**src/mahd_pkg.sv**
```systemverilog
// ----------------------------------------------------------------------------
// mahd_pkg - shared types and constants of the audio frame header decoder
// tables, widths and the sideband record carried down the pipeline
// ----------------------------------------------------------------------------
package mahd_pkg;

    localparam int NUM_W          = 27;  // frame length dividend
    localparam int DEN_W          = 16;  // sample rate divisor
    localparam int QUO_W          = 12;  // frame length quotient
    localparam int BITS_PER_STAGE = 2;
    localparam int DIV_STAGES     = QUO_W / BITS_PER_STAGE;

    localparam logic [1:0] VER_MPEG1  = 2'd0;
    localparam logic [1:0] VER_MPEG2  = 2'd1;
    localparam logic [1:0] VER_MPEG25 = 2'd2;

    localparam logic [1:0] LAYER_RSVD = 2'd0;
    localparam logic [1:0] LAYER_1    = 2'd1;
    localparam logic [1:0] LAYER_2    = 2'd2;
    localparam logic [1:0] LAYER_3    = 2'd3;

    localparam logic [1:0] MODE_MONO  = 2'd3;

    localparam logic [10:0] SPF_L1     = 11'd384;
    localparam logic [10:0] SPF_LONG   = 11'd1152;
    localparam logic [10:0] SPF_SHORT  = 11'd576;

    // bytes-per-frame scale: 12*1000 for layer I, spf/8*1000 otherwise
    localparam logic [17:0] SCALE_L1    = 18'd12000;
    localparam logic [17:0] SCALE_LONG  = 18'd144000;
    localparam logic [17:0] SCALE_SHORT = 18'd72000;

    localparam logic [8:0] BR_TABLE [3][3][16] = '{
        '{
            '{9'd0, 9'd32, 9'd64, 9'd96, 9'd128, 9'd160, 9'd192, 9'd224,
              9'd256, 9'd288, 9'd320, 9'd352, 9'd384, 9'd416, 9'd448, 9'd0},
            '{9'd0, 9'd32, 9'd48, 9'd56, 9'd64, 9'd80, 9'd96, 9'd112,
              9'd128, 9'd160, 9'd192, 9'd224, 9'd256, 9'd320, 9'd384, 9'd0},
            '{9'd0, 9'd32, 9'd40, 9'd48, 9'd56, 9'd64, 9'd80, 9'd96,
              9'd112, 9'd128, 9'd160, 9'd192, 9'd224, 9'd256, 9'd320, 9'd0}
        },
        '{
            '{9'd0, 9'd32, 9'd48, 9'd56, 9'd64, 9'd80, 9'd96, 9'd112,
              9'd128, 9'd144, 9'd160, 9'd176, 9'd192, 9'd224, 9'd256, 9'd0},
            '{9'd0, 9'd8, 9'd16, 9'd24, 9'd32, 9'd40, 9'd48, 9'd56,
              9'd64, 9'd80, 9'd96, 9'd112, 9'd128, 9'd144, 9'd160, 9'd0},
            '{9'd0, 9'd8, 9'd16, 9'd24, 9'd32, 9'd40, 9'd48, 9'd56,
              9'd64, 9'd80, 9'd96, 9'd112, 9'd128, 9'd144, 9'd160, 9'd0}
        },
        '{
            '{9'd0, 9'd32, 9'd48, 9'd56, 9'd64, 9'd80, 9'd96, 9'd112,
              9'd128, 9'd144, 9'd160, 9'd176, 9'd192, 9'd224, 9'd256, 9'd0},
            '{9'd0, 9'd8, 9'd16, 9'd24, 9'd32, 9'd40, 9'd48, 9'd56,
              9'd64, 9'd80, 9'd96, 9'd112, 9'd128, 9'd144, 9'd160, 9'd0},
            '{9'd0, 9'd8, 9'd16, 9'd24, 9'd32, 9'd40, 9'd48, 9'd56,
              9'd64, 9'd80, 9'd96, 9'd112, 9'd128, 9'd144, 9'd160, 9'd0}
        }
    };

    localparam logic [15:0] SR_TABLE [3][4] = '{
        '{16'd44100, 16'd48000, 16'd32000, 16'd0},
        '{16'd22050, 16'd24000, 16'd16000, 16'd0},
        '{16'd11025, 16'd12000, 16'd8000,  16'd0}
    };

    // decoded header fields travelling beside the length datapath
    typedef struct packed {
        logic        valid_res;
        logic [1:0]  version_code;
        logic [1:0]  layer;
        logic [8:0]  bitrate_kbps;
        logic [15:0] sample_rate_hz;
        logic [1:0]  channel_mode;
        logic [1:0]  mode_extension;
        logic [4:0]  flag_bits;
        logic [1:0]  emphasis;
        logic [1:0]  channels;
        logic [10:0] samples_per_frame;
        logic        pad;
    } t_side;

endpackage

```
**src/mpeg_audio_header_decoder_unit.sv**
```systemverilog
// ----------------------------------------------------------------------------
// throughput: one header transaction per cycle, busy is never raised
// nine register stages: decode, product, six two-bit divider stages, output
// synchronous active-low reset clears all valid bits; no result is pending after it
// the receiver cannot stall, each result is shown for exactly one cycle
// ----------------------------------------------------------------------------
// mpeg_audio_header_decoder_unit - audio frame header parser
// unpacks a 32-bit frame header, looks up bitrate and sample rate, checks
// legality and works out samples per frame and frame length in bytes
// ----------------------------------------------------------------------------
module mpeg_audio_header_decoder_unit (
    input  logic        i_clk,
    input  logic        i_rst_n,
    input  logic        start,
    output logic        busy,
    input  logic [31:0] i_header_word,
    output logic        o_strobe,
    output logic        o_valid_res,
    output logic [1:0]  o_version_code,
    output logic [1:0]  o_layer,
    output logic [8:0]  o_bitrate_kbps,
    output logic [15:0] o_sample_rate_hz,
    output logic [1:0]  o_channel_mode,
    output logic [1:0]  o_mode_extension,
    output logic [4:0]  o_flag_bits,
    output logic [1:0]  o_emphasis,
    output logic [1:0]  o_channels,
    output logic [10:0] o_samples_per_frame,
    output logic [11:0] o_frame_bytes
);

    // pipeline never holds off a transaction
    assign busy = 1'b0;

    // ---------------------------------------------------------------
    // stage 1: field unpack, table lookups, legality check
    // ---------------------------------------------------------------
    logic            r_s1_vld;
    mahd_pkg::t_side r_s1;
    mahd_pkg::t_side n_s1;

    always_comb begin
        logic       sync_ok;
        logic [1:0] ver;
        logic [1:0] lay;
        logic [1:0] lay_idx;
        logic [8:0] br;
        logic [15:0] sr;
        logic       ok;

        // 11 sync bits; bit 20 doubles as the version extension bit
        sync_ok = &i_header_word[31:21];

        if (!i_header_word[20]) begin
            ver = mahd_pkg::VER_MPEG25;
        end else if (i_header_word[19]) begin
            ver = mahd_pkg::VER_MPEG1;
        end else begin
            ver = mahd_pkg::VER_MPEG2;
        end

        // layer code 3 means layer I, 0 is reserved
        lay     = 2'(2'd0 - i_header_word[18:17]);
        lay_idx = (lay == mahd_pkg::LAYER_RSVD) ? 2'd0 : 2'(lay - 2'd1);

        br = mahd_pkg::BR_TABLE[ver][lay_idx][i_header_word[15:12]];
        sr = mahd_pkg::SR_TABLE[ver][i_header_word[11:10]];
        if (lay == mahd_pkg::LAYER_RSVD) begin
            br = '0;
            sr = '0;
        end

        ok = sync_ok && (lay != mahd_pkg::LAYER_RSVD) && (br != '0) && (sr != '0);

        n_s1.valid_res      = ok;
        n_s1.version_code   = ver;
        n_s1.layer          = lay;
        n_s1.bitrate_kbps   = ok ? br : 9'd0;
        n_s1.sample_rate_hz = ok ? sr : 16'd0;
        n_s1.channel_mode   = i_header_word[7:6];
        n_s1.mode_extension = i_header_word[5:4];
        // crc present is the inverted protection bit
        n_s1.flag_bits      = {i_header_word[2], i_header_word[3], i_header_word[8],
                               i_header_word[9], ~i_header_word[16]};
        n_s1.emphasis       = i_header_word[1:0];
        n_s1.channels       = (i_header_word[7:6] == mahd_pkg::MODE_MONO) ? 2'd1 : 2'd2;
        n_s1.pad            = i_header_word[9];

        case (lay)
            mahd_pkg::LAYER_1: begin
                n_s1.samples_per_frame = mahd_pkg::SPF_L1;
            end
            mahd_pkg::LAYER_2: begin
                n_s1.samples_per_frame = mahd_pkg::SPF_LONG;
            end
            mahd_pkg::LAYER_3: begin
                n_s1.samples_per_frame = (ver == mahd_pkg::VER_MPEG1) ?
                                         mahd_pkg::SPF_LONG : mahd_pkg::SPF_SHORT;
            end
            default: begin
                n_s1.samples_per_frame = '0;
            end
        endcase
    end

    // ---------------------------------------------------------------
    // stage 2: dividend = bitrate * slot scale, divisor = sample rate
    // invalid headers carry zeros and are masked at the end
    // ---------------------------------------------------------------
    logic                       r_s2_vld;
    mahd_pkg::t_side            r_s2;
    logic [mahd_pkg::NUM_W-1:0] r_s2_num;
    logic [mahd_pkg::DEN_W-1:0] r_s2_den;
    logic [mahd_pkg::NUM_W-1:0] n_s2_num;
    logic [17:0]                s2_scale;
    logic [26:0]                s2_prod;

    always_comb begin
        if (r_s1.layer == mahd_pkg::LAYER_1) begin
            s2_scale = mahd_pkg::SCALE_L1;
        end else if (r_s1.samples_per_frame == mahd_pkg::SPF_LONG) begin
            s2_scale = mahd_pkg::SCALE_LONG;
        end else begin
            s2_scale = mahd_pkg::SCALE_SHORT;
        end
        // both operands widened so the full 27-bit product is kept
        s2_prod  = 27'(r_s1.bitrate_kbps) * 27'(s2_scale);
        n_s2_num = mahd_pkg::NUM_W'(s2_prod);
    end

    // ---------------------------------------------------------------
    // stages 3 to 8: frame length division
    // ---------------------------------------------------------------
    logic                       div_vld;
    logic [mahd_pkg::QUO_W-1:0] div_quo;
    mahd_pkg::t_side            div_side;

    mahd_div_pipe u_div (
        .i_clk   (i_clk),
        .i_rst_n (i_rst_n),
        .i_vld   (r_s2_vld),
        .i_num   (r_s2_num),
        .i_den   (r_s2_den),
        .i_side  (r_s2),
        .o_vld   (div_vld),
        .o_quo   (div_quo),
        .o_side  (div_side)
    );

    // ---------------------------------------------------------------
    // stage 9: padding, layer I slot scaling, output register
    // ---------------------------------------------------------------
    logic [11:0] n_len;
    logic [11:0] len_sum;

    always_comb begin
        len_sum = div_quo + {11'd0, div_side.pad};
        if (!div_side.valid_res) begin
            n_len = '0;
        end else if (div_side.layer == mahd_pkg::LAYER_1) begin
            // layer I counts 4-byte slots
            n_len = {len_sum[9:0], 2'b00};
        end else begin
            n_len = len_sum;
        end
    end

    logic            r_out_vld;
    mahd_pkg::t_side r_out;
    logic [11:0]     r_out_len;

    // valid bits
    always_ff @(posedge i_clk) begin
        if (!i_rst_n) begin
            r_s1_vld  <= 1'b0;
            r_s2_vld  <= 1'b0;
            r_out_vld <= 1'b0;
        end else begin
            r_s1_vld  <= start && !busy;
            r_s2_vld  <= r_s1_vld;
            r_out_vld <= div_vld;
        end
    end

    // payload, no reset needed
    always_ff @(posedge i_clk) begin
        r_s1      <= n_s1;
        r_s2      <= r_s1;
        r_s2_num  <= n_s2_num;
        r_s2_den  <= r_s1.sample_rate_hz;
        r_out     <= div_side;
        r_out_len <= n_len;
    end

    assign o_strobe            = r_out_vld;
    assign o_valid_res         = r_out.valid_res;
    assign o_version_code      = r_out.version_code;
    assign o_layer             = r_out.layer;
    assign o_bitrate_kbps      = r_out.bitrate_kbps;
    assign o_sample_rate_hz    = r_out.sample_rate_hz;
    assign o_channel_mode      = r_out.channel_mode;
    assign o_mode_extension    = r_out.mode_extension;
    assign o_flag_bits         = r_out.flag_bits;
    assign o_emphasis          = r_out.emphasis;
    assign o_channels          = r_out.channels;
    assign o_samples_per_frame = r_out.samples_per_frame;
    assign o_frame_bytes       = r_out_len;

endmodule

```
**src/mahd_div_pipe.sv**
```systemverilog
// ----------------------------------------------------------------------------
// mahd_div_pipe - pipelined restoring divider for the frame length
// two quotient bits per stage, sideband record travels with each slot
// ----------------------------------------------------------------------------
module mahd_div_pipe (
    input  logic                       i_clk,
    input  logic                       i_rst_n,
    input  logic                       i_vld,
    input  logic [mahd_pkg::NUM_W-1:0] i_num,
    input  logic [mahd_pkg::DEN_W-1:0] i_den,
    input  mahd_pkg::t_side            i_side,
    output logic                       o_vld,
    output logic [mahd_pkg::QUO_W-1:0] o_quo,
    output mahd_pkg::t_side            o_side
);

    typedef struct packed {
        logic [mahd_pkg::NUM_W-1:0] rem;
        logic [mahd_pkg::DEN_W-1:0] den;
        logic [mahd_pkg::QUO_W-1:0] quo;
        mahd_pkg::t_side            side;
    } t_div_slot;

    logic      r_vld [mahd_pkg::DIV_STAGES];
    t_div_slot r_dat [mahd_pkg::DIV_STAGES];
    t_div_slot n_dat [mahd_pkg::DIV_STAGES];

    always_comb begin
        t_div_slot                cur;
        logic [mahd_pkg::NUM_W:0] shifted;
        int                       j;
        for (int k = 0; k < mahd_pkg::DIV_STAGES; k++) begin
            if (k == 0) begin
                cur.rem  = i_num;
                cur.den  = i_den;
                cur.quo  = '0;
                cur.side = i_side;
            end else begin
                cur = r_dat[k-1];
            end
            for (int b = 0; b < mahd_pkg::BITS_PER_STAGE; b++) begin
                j = mahd_pkg::QUO_W - 1 - k * mahd_pkg::BITS_PER_STAGE - b;
                shifted = {{(mahd_pkg::NUM_W + 1 - mahd_pkg::DEN_W){1'b0}}, cur.den} << j;
                if ({1'b0, cur.rem} >= shifted) begin
                    cur.rem    = cur.rem - shifted[mahd_pkg::NUM_W-1:0];
                    cur.quo[j] = 1'b1;
                end
            end
            n_dat[k] = cur;
        end
    end

    always_ff @(posedge i_clk) begin
        for (int k = 0; k < mahd_pkg::DIV_STAGES; k++) begin
            r_dat[k] <= n_dat[k];
        end
    end

    always_ff @(posedge i_clk) begin
        if (!i_rst_n) begin
            for (int k = 0; k < mahd_pkg::DIV_STAGES; k++) begin
                r_vld[k] <= 1'b0;
            end
        end else begin
            r_vld[0] <= i_vld;
            for (int k = 1; k < mahd_pkg::DIV_STAGES; k++) begin
                r_vld[k] <= r_vld[k-1];
            end
        end
    end

    assign o_vld  = r_vld[mahd_pkg::DIV_STAGES-1];
    assign o_quo  = r_dat[mahd_pkg::DIV_STAGES-1].quo;
    assign o_side = r_dat[mahd_pkg::DIV_STAGES-1].side;

endmodule

```
**config.mk**
```make
export PLATFORM = sky130hd
export DESIGN_NAME = mpeg_audio_header_decoder_unit
export DESIGN_NICKNAME = d
export VERILOG_FILES = /design/src/mahd_pkg.sv /design/src/mpeg_audio_header_decoder_unit.sv /design/src/mahd_div_pipe.sv
export SDC_FILE = /design/constraint.sdc
export NUM_CORES = 1
export LEC_CHECK = 0
export BUFFER_PORTS_ARGS = -buffer_cell sky130_fd_sc_hd__buf_2
export CAP_MARGIN = 5
export CORE_MARGIN = 4
export CORE_UTILIZATION = 35
export CTS_BUF_LIST = sky130_fd_sc_hd__clkbuf_4
export DETAILED_ROUTE_END_ITERATION = 8
export PLACE_DENSITY = 0.49
export SYNTH_ARGS = -nofsm -noshare
export SYNTH_HDL_FRONTEND = slang
export SYNTH_HIERARCHICAL = 1
export SYNTH_SLANG_ARGS = --single-unit
export TNS_END_PERCENT = 1
```
**constraint.sdc**
```tcl
create_clock -name i_clk -period 13.09 [get_ports i_clk]
set_input_delay 1.9635 -clock i_clk [delete_from_list [all_inputs] [get_ports i_clk]]
set_output_delay 1.9635 -clock i_clk [all_outputs]
set_load 0.02 [all_outputs]
```
# Word-level counts from Yosys, hierarchy flattened
# Memories as Yosys holds them, arrays and structs flattened. A register that Yosys moved wholly into a read port is not among the register bits.
# Index checks and enable logic that the tools add are counted.
dict set report classes {
  mux 58
  n_eq_ne 7
  multipliers 1
  order_cmp 16
  addsub 15
  n_reduce_logical 11
  bitwise_logic 12
}
# cell count
set ops {}
lappend ops {{432-bit binary-select mux with 2-bit select} 1}
lappend ops {{432-bit 2-to-1 mux} 2}
lappend ops {{27-bit 2-to-1 mux} 12}
lappend ops {{144-bit binary-select mux with 2-bit select} 1}
lappend ops {{144-bit 2-to-1 mux} 2}
lappend ops {{64-bit binary-select mux with 2-bit select} 1}
lappend ops {{64-bit 2-to-1 mux} 2}
lappend ops {{16-bit 2-to-1 mux} 3}
lappend ops {{9-bit binary-select mux with 4-bit select} 1}
lappend ops {{18-bit 2-to-1 mux} 2}
lappend ops {{11-bit one-hot mux with 3 select lines} 1}
lappend ops {{16-bit binary-select mux with 2-bit select} 1}
lappend ops {{27-bit by 16-bit greater-or-equal comparator with 1-bit output} 1}
lappend ops {{27-bit by 17-bit greater-or-equal comparator with 1-bit output} 1}
lappend ops {{27-bit by 18-bit greater-or-equal comparator with 1-bit output} 1}
lappend ops {{27-bit by 19-bit greater-or-equal comparator with 1-bit output} 1}
lappend ops {{27-bit by 20-bit greater-or-equal comparator with 1-bit output} 1}
lappend ops {{27-bit by 21-bit greater-or-equal comparator with 1-bit output} 1}
lappend ops {{27-bit by 22-bit greater-or-equal comparator with 1-bit output} 1}
lappend ops {{27-bit by 23-bit greater-or-equal comparator with 1-bit output} 1}
lappend ops {{27-bit by 24-bit greater-or-equal comparator with 1-bit output} 1}
lappend ops {{27-bit by 25-bit greater-or-equal comparator with 1-bit output} 1}
lappend ops {{27-bit by 26-bit greater-or-equal comparator with 1-bit output} 1}
lappend ops {{27-bit greater-or-equal comparator} 1}
lappend ops {{other kinds (38)} 79}
dict set report totals {
  n_memories 2
  input_bits 35
  wordCells 162
  out_inout_bits 68
  ram_bits 666
  regBits 205
}
# name depth word_bits rd rd_ports_with_merged_regs write_ports line
set memory_table {}
lappend memory_table {u_div.r_dat 6 110 6 0 6 mahd_div_pipe.sv:25} ;# t_div_slot r_dat [mahd_pkg::DIV_STAGES];
lappend memory_table {u_div.r_vld 6 1 6 1 6 mahd_div_pipe.sv:24} ;# logic r_vld [mahd_pkg::DIV_STAGES];

# Depth between registers and ports, before layout
# Gate-level depths: netlist (run 1).
dict set report logic_depth {
  word_depth 16
  mapped_depth 27
}

# Modules after synthesis
# Netlist (run 1), hierarchy kept.
# module area_per_inst_um2 cells_each instances seq_area_each_um2
set by_module_without_submodules {}
lappend by_module_without_submodules {mahd_div_pipe 24055.6 2370 1 11871.4}
lappend by_module_without_submodules {mpeg_audio_header_decoder_unit 8060.2 777 1 3503.4}

# Worst setup path after synthesis (run 1)
# OpenSTA, ideal clock, no wires.
dict set report synth_path {
  path_type {reg2reg}
  startpoint {memory u_div/r_dat[0][67] in the netlist's numbering}
  endpoint {memory u_div/r_dat[1][100] in the netlist's numbering}
  synth_period_minus_slack_ns 5.470
  arrival_ns 5.350
  setup_slack_ns 7.620
  setup_time_ns 0.121
  path_stages_with_launch 24
  n_path_buf 3
  cell_sequence {dfxtp_1 -> ha_1 -> inv_1 -> fa_1 -> a21o_1 -> a21oi_1 -> o21ai_0 -> a21oi_1 -> nor3_1 -> nor2_1 -> clkbuf_1 -> mux2_2 -> ha_1 -> a21o_1 -> a21o_1 -> a21o_1 -> or3_1 -> a31oi_1 -> nor2_1 -> a41o_1 -> or4b_1 -> clkbuf_1 -> clkbuf_1 -> mux2_2}
}
# item line
set synth_lines {}
lappend synth_lines {{start: declaration} mahd_div_pipe.sv:25}

==> results of run 1 <==
-- state kept, by name, indices dropped and copies added (netlist names), 11 cells and up --
register and count:
o_frame_bytes 12, o_sample_rate_hz 16, o_samples_per_frame 11, r_s1 42, r_s2 28, r_s2_den 14
r_s2_num 22, u_div/r_dat 587
-- layer usage --
layer / part of all wire [%] / GRT usage [%] / up-vias
li1: - / - / 11600
met1: 49 / 20.6 / 10200
met2: 44 / 23.3 / 415
met3: 3.8 / 3.07 / 117
met4: 2.5 / 5.99 / 0
met5: 0 / 0 / -
-- critical path, delay by kind of cell, from the launching register on --
kind / cells / cell delay, ns
AO/OA/AOI/OAI: 9 / 2.56
AND/OR/NAND/NOR: 6 / 1.72
multiplexers: 1 / 0.31
buffers and inverters: 4 / 0.51
adder cells (fa/ha/maj): 3 / 0.89
flip-flops: 1 / 0.37
-- stage by stage --
step	util [%]	hold WS, ns	cells
after floorplan	-	0.310	3194
after global placement	37.5	0.310	4409
after detailed placement	37.5	0.312	4409
after CTS	40.2	0.254	4745
after global routing	40.2	0.263	4746
final	40.2	0.270	4746
-- cell usage in the layout (no fill, tap or decap), types with 25 or more instances in the layout --
cell | synthesis | layout
sky130_fd_sc_hd__a211oi_1 | 27 | 27
sky130_fd_sc_hd__a21o_1 | 82 | 82
sky130_fd_sc_hd__a21oi_1 | 180 | 180
sky130_fd_sc_hd__a31oi_1 | 25 | 25
sky130_fd_sc_hd__and2_1 | 33 | 33
sky130_fd_sc_hd__and3_1 | 26 | 26
sky130_fd_sc_hd__buf_2 | 18 | 101
sky130_fd_sc_hd__clkbuf_4 | 0 | 274
sky130_fd_sc_hd__clkinv_1 | 0 | 42
sky130_fd_sc_hd__conb_1 | 2 | 49
sky130_fd_sc_hd__dfxtp_1 | 768 | 768
sky130_fd_sc_hd__fa_1 | 63 | 63
sky130_fd_sc_hd__ha_1 | 251 | 251
sky130_fd_sc_hd__inv_1 | 270 | 270
sky130_fd_sc_hd__mux2_2 | 77 | 77
sky130_fd_sc_hd__nand2_1 | 190 | 190
sky130_fd_sc_hd__nand2b_1 | 38 | 38
sky130_fd_sc_hd__nand3_1 | 70 | 70
sky130_fd_sc_hd__nand4_1 | 32 | 32
sky130_fd_sc_hd__nor2_1 | 175 | 175
sky130_fd_sc_hd__nor2b_1 | 49 | 49
sky130_fd_sc_hd__nor3_1 | 40 | 40
sky130_fd_sc_hd__o21a_1 | 34 | 34
sky130_fd_sc_hd__o21ai_0 | 158 | 158
sky130_fd_sc_hd__xnor2_1 | 123 | 123
sky130_fd_sc_hd__xor2_1 | 54 | 54
-- cell type report --
cell class / count / area, um2
Inverter: 274 / 1030
Timing Repair Buffer: 110 / 573
Clock inverter: 62 / 367
Fill cell: 9065 / 54100
Antenna cell: 1 / 2.50
Sequential cell: 768 / 15400
Tap cell: 1176 / 1470
Multi-Input combinational cell: 2081 / 15500
Clock buffer: 274 / 2060
-- worst paths after layout --
check                                   startpoint                 end  slack [ns]  cells after the start
worst max-delay path            u_div/r_dat[2][67]  u_div/r_dat[3][99]        6.57                     23
worst min-delay path            u_div/r_dat[0][48]  u_div/r_dat[1][48]        0.27                      0
worst max register to register  u_div/r_dat[2][67]  u_div/r_dat[3][99]        6.57                     23
worst min register to register  u_div/r_dat[0][48]  u_div/r_dat[1][48]        0.27                      0
-- where the power goes --
part	switching [mW]	total, mW	internal, mW
Sequential	0.180	2.83	2.65
Combinational	2.55	4.65	2.10
Clock	0.932	1.93	0.993
-- cell families after synthesis --
family	Yosys count	share of synthesized area, %
flops	768	47.9
other cells	2	0.0234
mux	92	3.21
simple gates	762	12.1
compound gates	686	13.9
fa+ha+maj	314	13.7
buf+inv	345	4.31
xor+xnor	178	4.88
==> summary by stage, run 1 <==
Final layout
The net count reported at finish is 3780. Cells with a size suffix above 1 make up 15.1% of the layout. The total non-filler cell area in the finished layout is 36400 um2. The synthesis-to-finish area growth is 13.4%.

Yosys
Counting distinct cell types in the post-synthesis netlist gives 97. Yosys attributes the largest share of cell area to sky130_fd_sc_hd__dfxtp_1 48%, sky130_fd_sc_hd__ha_1 9.8%, sky130_fd_sc_hd__fa_1 3.9%. The commonest cells after synthesis are 768 x sky130_fd_sc_hd__dfxtp_1, 270 x sky130_fd_sc_hd__inv_1, 251 x sky130_fd_sc_hd__ha_1. Counting every instance in the synthesized netlist gives 3147. The top cell type's share of synthesized area is 47.9%.

The post-synthesis instance area is 32100 um2. The most common cell in the synthesized netlist is sky130_fd_sc_hd__dfxtp_1. The primary flip-flop cell chosen by synthesis mapping is sky130_fd_sc_hd__dfxtp_1. The cell type contributing the most total cell area after synthesis is sky130_fd_sc_hd__dfxtp_1. The number of enable flip-flop cells after synthesis is 0. After synthesis, the share of flip-flops with an asynchronous set or reset is 0%. After synthesis, flip-flops and latches occupy 47.9% of the total area. The average footprint of a synthesized cell is 10.2 um2. After synthesis the netlist holds a flip-flop and latch count of around 770. Yosys printed 6 warnings.

Floorplan
The initial cell density of the core is 35.5%. The total area inside the core boundary comes to 90600 um2. The floorplan has 110 rows. The floorplan step defined a die boundary enclosing 96700 um2.

From left edge to right edge, the die measures ~310 um. The floorplan die height is approximately 310 um. The number of top-level design ports is 103.

Setup path
The maximum fanout encountered on the critical timing path is 17. The cell with the biggest individual delay on the critical path is sky130_fd_sc_hd__and2_1. The signal on the critical path passes through ha_1 -> inv_1 -> fa_1 -> a211oi_1 -> o211ai_1 -> nand3_1 -> a211oi_1 -> nor2_1 -> inv_1 -> o21ai_0 -> inv_1 -> ha_1 -> nor2b_1 -> o21ai_0 -> a21boi_0 -> o31ai_1 -> o21ai_0 -> a221oi_1 -> nor2_1 -> nor2_2 -> and2_1 -> inv_2 -> mux2_2. The worst setup path is captured at a flip-flop.

The delay of the slowest cell on the worst path is 0.56 ns. STA puts the critical path data required time at around 14 ns. The kind of critical path is reg2reg. The arrival time at the worst endpoint is 7.40 ns. The category of the worst setup path launch point is a flip-flop.

Global routing
The global-route usage over all layers is between 15 and 20%. The remaining global-route overflow is 0. The initial antenna violation count is 2. The number of global-route vias before repair is ~22000.

The first global-routing pass estimated ~120000 um of wire. The pin count of the biggest net entering global routing is 34.

Detailed routing
The post-detailed-routing wire length is 72000 um. The detailed router finished its first iteration with 1247 violations. After detailed routing, the number of vias per cell comes to 4.71. In the routed design, unresolved DRC markers number 0. The iteration count of the initial detailed-routing pass is 6.

The average wire per standard cell is roughly 15 um. The via count is 22300. In this run the remaining antenna-violating nets after routing total 0.

Timing
Setup repair after global routing left no endpoint under its margin. Summed over all failing endpoints, the final setup total negative slack is 0 ns. The part of the cycle the worst path needs is between 40% and 50%. Derived from the worst setup path, the maximum achievable clock frequency is 153 MHz. The final worst clock skew is about 0.080 ns. The worst-case setup margin in the final layout is 6.57 ns. The number of setup violations in the final report is 0. Subtracting the final worst setup slack from the clock period gives 6.52 ns. The slew at the pin closest to its max-slew limit is 0.987 ns. The worst pin sits at a relative slew slack of 34.2%.

The total count of max-transition violations in the final report is 0. The count of final hold-check violations came to 0.

Placement
The count of buffers from port buffering is 101. Summing all placed instances gives a cell area of 34000 um2. Routability-driven placement finished with a final weighted congestion of 0.879. The HPWL after detailed placement is 55800 um. OpenSTA, run right after detailed placement, puts the worst setup slack at between 6 and 7 ns.

Clock tree
The worst-skew pair later-pin latency is about 1 ns. The tree is rooted in a sky130_fd_sc_hd__clkbuf_4. Counting along the longest clock path gives a buffer depth of 3. Buffers inserted to repair hold after CTS numbered 0. After clock tree synthesis, the repair step resized 0 gates. The clock slew at the register clock pins of the worst setup and hold paths is about 0.070 ns. The TritonCTS clock tree is yes.

The maximum level of the CTS H-tree is 4. The CTS buffer count is 196. The post-CTS setup buffer count is 0. For this design, the sink count on the clock tree is 768.

Run status
The flow ran to the end, and the final reports show no timing, DRC or antenna violations.

Pwr
The ratio of total power to cell area is 258 nW/um2. VDD sags by at most 0.000103 V. The total power draw is 9.40 mW.

The analysis attributes to cell leakage a power of 15.6 nW.

Hold path
The class of the tightest hold or removal check is reg2reg.

Job
The tool flagged a number of max-cap violations equal to 0.
No activity file was read; power rests on OpenSTA's default activity.
==> inputs of run 2 (changes only) <==
- PLACE_DENSITY: 0.49 -> 0.51
- clock period: 13.09 -> 5.6 ns (I/O delays scaled with it)
==> run 2 against run 1 <==
Against the previous run:
- register-to-register slack lost 6.2 ns
- die area is the same
- critical path depth shrank 1
- power grew 140%
- sequential share of layout area shrank 0.80 points
- wire length grew 0.20%
- utilization grew 0.78 points
- via count grew 1.2%
- critical path type unchanged
- largest power group unchanged
==> summary by stage, run 2 (synthesized netlist as in run 1, its figures left out) <==
Final layout
The fill cell instance count of the final layout was 8971 (was 9065). The top register by number of flip-flops is u_div/r_dat (unchanged). The net count reported at finish is 3850 (was 3780). The most common cell after layout, fill and taps aside is sky130_fd_sc_hd__dfxtp_1 (unchanged).

The total non-filler cell area in the finished layout was 37100 um2 (was 36400 um2). The number of flip-flops in the largest register came to 587 (unchanged). The share of final-layout standard cells stronger than drive strength 1 is 16.8% (was 15.1%). Registers with the most flip-flops: u_div/r_dat: 587 flops, r_s1: 42 flops, r_s2: 28 flops (unchanged). Commonest non-fill, non-tap cells in the layout: 768 x sky130_fd_sc_hd__dfxtp_1, 271 x sky130_fd_sc_hd__clkbuf_4, 269 x sky130_fd_sc_hd__inv_1 (was 768 x sky130_fd_sc_hd__dfxtp_1, 274 x sky130_fd_sc_hd__clkbuf_4, 270 x sky130_fd_sc_hd__inv_1). The synthesis-to-finish area growth is 15.6% (was 13.4%).

Timing
The headroom to the max-slew limit was 34.8% (was 34.2%). The worst hold slack was 0.244 ns (was 0.270 ns). The part of the cycle the worst path needs is 93.8% (was 49.8%).

The final worst clock skew was 0.0821 ns (was 0.0802 ns). The sum of negative setup slack was 0 ns (unchanged). The count of final hold-check violations is 0 (unchanged). The total count of max-transition violations in the final report is 0 (unchanged). The slew at the pin closest to its max-slew limit is 0.976 ns (was 0.987 ns).

Unrepaired setup endpoints after global routing: false (unchanged). The maximum clock rate is 190 MHz (was 153 MHz). The shortest clock period the worst path allows after layout is 5.25 ns (was 6.52 ns). The number of setup violations in the final report is 0 (unchanged).

Pwr
The share of total power in sequential cells is 29.8% (was 30.1%). The ratio of total power to cell area came to 600 nW/um2 (was 258 nW/um2). The switching part of the total came to 38.7% (was 38.9%). The power dissipated by switching net loads is 8.61 mW (was 3.66 mW). The internal power summed over all cells is 13.7 mW (was 5.74 mW). The portion of total power attributed to combinational logic came to 49.7% (was 49.4%). The cell leakage power came to 16.0 nW (was 15.6 nW). The maximum ir drop on the vdd rail was 0.000270 V (was 0.000103 V). The total power draw is 22.3 mW (was 9.40 mW). The clock share of power is 20.6% (was 20.5%).

Placement
The final weighted congestion of routability-driven global placement came to 0.874 (was 0.879). The count of buffers from port buffering is 101 (unchanged). The half-perimeter wire length after detailed placement came to 56000 um (was 55800 um). The instance area after placement was 34400 um2 (was 34000 um2).

Floorplan
The number of top-level design ports is 103 (unchanged). The number of rows in the core area was 110 (unchanged). The area of the die is 96700 um2 (unchanged). The chip width is 311 um (unchanged).

The floorplan die height was 311 um (unchanged). The core box area is 90600 um2 (unchanged). The initial cell density of the core is 35.5% (unchanged).

Detailed routing
The number of design rule violations left after detail routing is 0 (unchanged). The post-detailed-routing wire length came to 72200 um (was 72000 um). The via count came to 22600 (was 22300).

The average wire per standard cell was 15.0 um (was 15.2 um). The first-iteration detailed-routing DRC count is 1421 (was 1247). The final antenna-violating net count is 0 (unchanged). The average vias per placed instance is 4.69 (was 4.71). The iteration count of the initial detailed-routing pass is 5 (was 6).

Setup path
The kind of critical path was reg2reg (unchanged). The maximum fanout encountered on the critical timing path came to 23 (was 17). The category of the worst setup path launch point is a flip-flop (unchanged). The required time reported for the critical path endpoint is 6.49 ns (was 13.96 ns).

Critical-path cell list: ha_1 -> inv_1 -> fa_1 -> a21o_1 -> a21oi_1 -> o21ai_1 -> a21oi_2 -> nor3_1 -> nor2_2 -> buf_4 -> mux2_2 -> ha_1 -> a21o_1 -> a21o_1 -> a21o_1 -> or3_1 -> a31oi_1 -> nor2_1 -> a41o_1 -> or4b_1 -> buf_4 -> mux2_2 (was ha_1 -> inv_1 -> fa_1 -> a211oi_1 -> o211ai_1 -> nand3_1 -> a211oi_1 -> nor2_1 -> inv_1 -> o21ai_0 -> inv_1 -> ha_1 -> nor2b_1 -> o21ai_0 -> a21boi_0 -> o31ai_1 -> o21ai_0 -> a221oi_1 -> nor2_1 -> nor2_2 -> and2_1 -> inv_2 -> mux2_2). The dominant cell type by count on the critical path is sky130_fd_sc_hd__a21o_1. The cell with the biggest individual delay on the critical path was sky130_fd_sc_hd__or4b_1 (was sky130_fd_sc_hd__and2_1). The endpoint type of the worst setup path is a flip-flop (unchanged). The delay of the slowest cell on the worst path is 0.49 ns (was 0.56 ns). The arrival time at the worst endpoint came to 6.14 ns (was 7.40 ns).

Clock tree
The clock slew at the register clock pins of the worst setup and hold paths is 0.06 ns (was 0.07 ns). The maximum level of the CTS H-tree is 4 (unchanged). The sink count of the clock tree is 768 (unchanged). The worst-skew pair later-pin latency is 1.04 ns (was 1.02 ns). The clock root buffer was sky130_fd_sc_hd__clkbuf_4 (unchanged). The largest buffer count on any clock path is 3 (unchanged). The TritonCTS clock tree is yes (unchanged).

The CTS buffer count is 196 (unchanged).

Run status
Status: finished clean (unchanged).

Hold path
The class of the tightest hold or removal check is in2reg (was reg2reg).

Job
The number of maximum-capacitance violations is 0 (unchanged).

Global routing
The global-route usage over all layers is 14.9% (was 15.0%). The remaining global-route overflow is 0 (unchanged). The initial antenna violation count is 4 (was 2). The number of global-route vias before repair is 22400 (about the same). The pin count of the biggest net entering global routing is 32 (was 34). The wire length of the first global-routing pass came to 116000 um (was 117000 um).
## run 2: final timing paths
path / from / endpoint / slack (ns) / cells past startpoint
max: u_div/r_dat[0][67] / u_div/r_dat[1][102] / 0.35 / 22
min: i_header_word[20] / r_s1[40] / 0.24 / 3
max reg2reg: u_div/r_dat[0][67] / u_div/r_dat[1][102] / 0.35 / 22
min reg2reg: r_s1[40] / r_s2_den[15] / 0.27 / 0
## run 2: layer usage
layer  vias up  wire (um)  track usage (%)
met1     10400      34500             19.4
met3       118       3140             3.42
li1      11700          -                -
met5         -          0                0
met2       453      32700             23.9
met4         0       1850             5.76
## run 2: area by class of cell
type	instances	area [um2]	share of cell area (%)
well taps	1176	1470	3.96
flip-flops and latches	768	15400	41.4
diodes	7	17.5	0.0472
multi-input cells	2081	15600	42.0
clock buffers	271	2030	5.48
inverters	274	1030	2.78
clock inverters	64	427	1.15
repair buffers	180	1190	3.19
## run 2: timing repair
| action | CTS | global route |
|---|---|---|
| endpoints found under the setup margin | 2 | 72 |
| gates resized for setup | 1 | 13 |
| endpoints found under the hold margin | 23 | 0 |
| hold buffers | 15 | 0 |
| setup buffers | 0 | 4 |
| pin swaps | 0 | 1 |
## run 2: power groups by stage
stage / combinational [mW] / sequential (mW) / clock [mW]
5_1_grt: 12.4 / 6.69 / 5.15
3_5_place_dp: 10.9 / 6.75 / 0
4_1_cts: 11.0 / 6.63 / 4.85
3_3_place_gp: 11.0 / 6.75 / 0
6_report: 11.1 / 6.63 / 4.58
2_1_floorplan: 8.69 / 6.56 / 0
## run 2: stage by stage
step | cells | setup slack, ns | utilization (%)
6_report | 4821 | 0.348 | 41.0
5_1_grt | 4818 | 0.00911 | 41.0
4_1_cts | 4810 | 0.126 | 40.9
3_5_place_dp | 4460 | 0.0110 | 38.0
3_3_place_gp | 4460 | 0.0955 | 38.0
2_1_floorplan | 3194 | 0.130 | -
## run 2: worst max-delay path, delay by kind of cell, from the launching register on
kind	cells	cell delay (ns)
AOI/OAI and AO/OA	9	1.65
DFF	1	0.37
adders and majority gates	3	0.78
and+or+nand+nor	5	1.19
muxes	2	0.65
buffers and inverters	3	0.48
==> inputs of run 3 (changes only) <==
- CORE_UTILIZATION: 35 -> 44
- PLACE_DENSITY: 0.51 -> 0.61
==> run 3 against run 2 <==
Against the previous run:
- combinational power is essentially flat
- critical endpoint is now r_s2_num[25]
- wire length decreased by 4.2%
- non-clock buffer count down 4
- clock-buffer cell count down 14
- critical path type unchanged
- sequential share of layout area grew 0.37 points
- hold slack got worse by 0.0032 ns
- critical path depth is 4 lower
==> summary by stage, run 3 (synthesized netlist as in run 1, its figures left out) <==
Setup path
The delay of the slowest cell on the worst path is 0.64 ns (was 0.49 ns). The total buffers and inverters traversed by the critical path is 3 (unchanged). The maximum fanout encountered on the critical timing path is 10 (was 23). The cell with the biggest individual delay on the critical path is sky130_fd_sc_hd__or4b_2 (was sky130_fd_sc_hd__or4b_1). The category of the worst setup path launch point was a flip-flop (unchanged). The kind of critical path was reg2reg (unchanged).

Critical-path cell list: nand2b_1 -> nand2_1 -> nand2_1 -> fa_1 -> fa_1 -> inv_1 -> fa_1 -> inv_1 -> fa_1 -> inv_1 -> ha_1 -> o21a_1 -> o31a_1 -> o2111ai_1 -> a21boi_1 -> nor4_1 -> or4b_2 -> nand3_1 (was ha_1 -> inv_1 -> fa_1 -> a21o_1 -> a21oi_1 -> o21ai_1 -> a21oi_2 -> nor3_1 -> nor2_2 -> buf_4 -> mux2_2 -> ha_1 -> a21o_1 -> a21o_1 -> a21o_1 -> or3_1 -> a31oi_1 -> nor2_1 -> a41o_1 -> or4b_1 -> buf_4 -> mux2_2). The arrival time at the worst endpoint was 6.23 ns (was 6.14 ns). The dominant cell type by count on the critical path is sky130_fd_sc_hd__fa_1 (was sky130_fd_sc_hd__a21o_1). The cell class contributing the biggest share of worst-path delay is adder cells (was compound AO/OA/AOI/OAI gates). The endpoint type of the worst setup path is a flip-flop (unchanged). The required time reported for the critical path endpoint came to 6.53 ns (was 6.49 ns).

Pwr
The cell leakage power is 16.0 nW (about the same). The maximum ir drop on the vdd rail came to 0.000292 V (was 0.000270 V). The ratio of total power to cell area came to 605 nW/um2 (was 600 nW/um2). The total power draw is 22.2 mW (was 22.3 mW).

Placement
The final weighted congestion of routability-driven global placement is 0.899 (was 0.874). The count of buffers from port buffering is 101 (unchanged). The half-perimeter wire length after detailed placement is 53700 um (was 56000 um). The post-placement worst setup slack came to 0.182 ns (was 0.0110 ns).

Timing
The worst-case setup margin in the final layout is 0.299 ns (was 0.348 ns). The final worst clock skew is 0.0772 ns (was 0.0821 ns). The maximum clock rate was 189 MHz (was 190 MHz). The shortest clock period the worst path allows after layout is 5.30 ns (was 5.25 ns). The number of setup violations in the final report was 0 (unchanged). The part of the cycle the worst path needs came to 94.7% (was 93.8%). The count of final hold-check violations was 0 (unchanged). The total count of max-transition violations in the final report is 0 (unchanged). The headroom to the max-slew limit is 37.1% (was 34.8%). Unrepaired setup endpoints after global routing: true (was false).

The sum of negative setup slack is 0 ns (unchanged). The slew at the pin closest to its max-slew limit is 0.941 ns (was 0.976 ns).

Global routing
The wire length of the first global-routing pass is 112000 um (was 116000 um). The global-route usage over all layers is 17.8% (was 14.9%). The initial antenna violation count was 2 (was 4). The number of global-route vias before repair is 22400 (about the same). The remaining global-route overflow is 0 (unchanged).

The pin count of the biggest net entering global routing is 27 (was 32).

Hold path
The class of the tightest hold or removal check is in2reg (unchanged).

Clock tree
The clock slew at the register clock pins of the worst setup and hold paths is 0.06 ns (about the same). The TritonCTS clock tree is yes (unchanged). The clock root buffer is sky130_fd_sc_hd__clkbuf_4 (unchanged). The CTS buffer count was 191 (was 196).

The post-CTS setup buffer count is 0 (unchanged). The worst-skew pair later-pin latency came to 1.03 ns (was 1.04 ns). The largest buffer count on any clock path is 3 (unchanged). The sink count of the clock tree is 768 (unchanged).

The maximum level of the CTS H-tree is 4 (unchanged).

Detailed routing
The final antenna-violating net count is 0 (unchanged). The post-detailed-routing wire length is 69100 um (was 72200 um). The via count was 22800 (was 22600).

The average vias per placed instance is 4.97 (was 4.69). The first-iteration detailed-routing DRC count was 1263 (was 1421). The iteration count of the initial detailed-routing pass is 6 (was 5). The average wire per standard cell is 15.1 um (was 15.0 um). The number of design rule violations left after detail routing is 0 (unchanged).

Final layout
The most common cell after layout, fill and taps aside is sky130_fd_sc_hd__dfxtp_1 (unchanged). The synthesis-to-finish area growth is 14.6% (was 15.6%). The area taken by flip-flops and latches was 15400 um2 (unchanged). The area of combinational cells with multiple inputs came to 15600 um2 (about the same). The number of flip-flops in the largest register was 587 (unchanged). The share of final-layout standard cells stronger than drive strength 1 is 16.3% (was 16.8%).

The net count reported at finish is 3841 (was 3850). Commonest non-fill, non-tap cells in the layout: 768 x sky130_fd_sc_hd__dfxtp_1, 269 x sky130_fd_sc_hd__inv_1, 257 x sky130_fd_sc_hd__clkbuf_4 (was 768 x sky130_fd_sc_hd__dfxtp_1, 271 x sky130_fd_sc_hd__clkbuf_4, 269 x sky130_fd_sc_hd__inv_1). The fill cell instance count of the final layout is 6639 (was 8971). Registers with the most flip-flops: u_div/r_dat: 587 flops, r_s1: 42 flops, r_s2: 28 flops (unchanged).

The top register by number of flip-flops is u_div/r_dat (unchanged).

Floorplan
The floorplan die height is 278 um (was 311 um). The number of top-level design ports came to 103 (unchanged). The initial cell density of the core is 44.6% (was 35.5%). The core box area was 72000 um2 (was 90600 um2). The area of the die is 77400 um2 (was 96700 um2). The number of rows in the core area is 98 (was 110). The chip width was 278 um (was 311 um).

Job
The number of maximum-capacitance violations is 0 (unchanged).

Run status
Status: finished clean (unchanged).
-- run 3: layout make-up --
class | instances | share of cell area, %
multi-input cells | 2081 | 42.3
repair buffers | 176 | 3.05
diodes | 2 | 0.0136
inverters | 274 | 2.81
clock inverters | 70 | 1.56
clock buffers | 257 | 5.24
flip-flops and latches | 768 | 41.8
well taps | 950 | 3.23
-- run 3: per-stage QoR --
step	std cells	utilization, %	hold slack [ns]	area (um2)
floorplan	3194	-	0.310	32300
global placement	4235	47.4	0.309	34100
detailed placement	4235	47.4	0.312	34100
CTS	4576	51.1	0.0938	36800
global route	4578	51.1	0.152	36800
finish	4578	51.1	0.241	36800
-- run 3: metal layers --
layer | part of all wire, % | wire length, um | track usage (%) | up-vias
met5 | 0 | 0 | 0 | -
met4 | 3.1 | 2160 | 7.38 | 0
met3 | 4.3 | 2970 | 3.92 | 122
met2 | 46 | 31800 | 29.3 | 471
met1 | 47 | 32200 | 22.8 | 10500
li1 | - | - | - | 11700
-- run 3: worst register-to-register path, cell delays in order (launching register included) --
cell                        delay [ns]
sky130_fd_sc_hd__dfxtp_1          0.35
sky130_fd_sc_hd__nand2b_1         0.33
sky130_fd_sc_hd__nand2_1          0.22
sky130_fd_sc_hd__nand2_1          0.24
sky130_fd_sc_hd__fa_1             0.48
sky130_fd_sc_hd__fa_1             0.55
sky130_fd_sc_hd__inv_1            0.05
sky130_fd_sc_hd__fa_1             0.47
sky130_fd_sc_hd__inv_1            0.05
sky130_fd_sc_hd__fa_1             0.51
sky130_fd_sc_hd__inv_1            0.05
sky130_fd_sc_hd__ha_1             0.35
sky130_fd_sc_hd__o21a_1           0.14
sky130_fd_sc_hd__o31a_1           0.19
sky130_fd_sc_hd__o2111ai_1        0.19
sky130_fd_sc_hd__a21boi_1         0.24
sky130_fd_sc_hd__nor4_1           0.11
sky130_fd_sc_hd__or4b_2           0.64
sky130_fd_sc_hd__nand3_1          0.10
-- run 3: path summary, 6_finish.rpt --
check | from | depth (start not counted) | end | slack, ns
worst max register to register | r_s1[51] | 18 | r_s2_num[25] | 0.30
worst max-delay path | r_s1[51] | 18 | r_s2_num[25] | 0.30
worst min-delay path | i_header_word[20] | 2 | r_s1[34] | 0.24
worst min register to register | u_div/r_dat[1][43] | 0 | u_div/r_dat[2][43] | 0.26
-- run 3: what timing repair did --
action / CTS / global route
gates resized for setup: 0 / 11
hold buffers: 14 / 0
endpoints found under the hold margin: 23 / 0
setup endpoints to repair: 0 / 48
-- run 3: power breakdown --
group	internal (mW)	total (mW)	switching [mW]
Clock	2.40	4.65	2.25
Sequential	6.19	6.61	0.414
Combinational	5.08	11.0	5.91
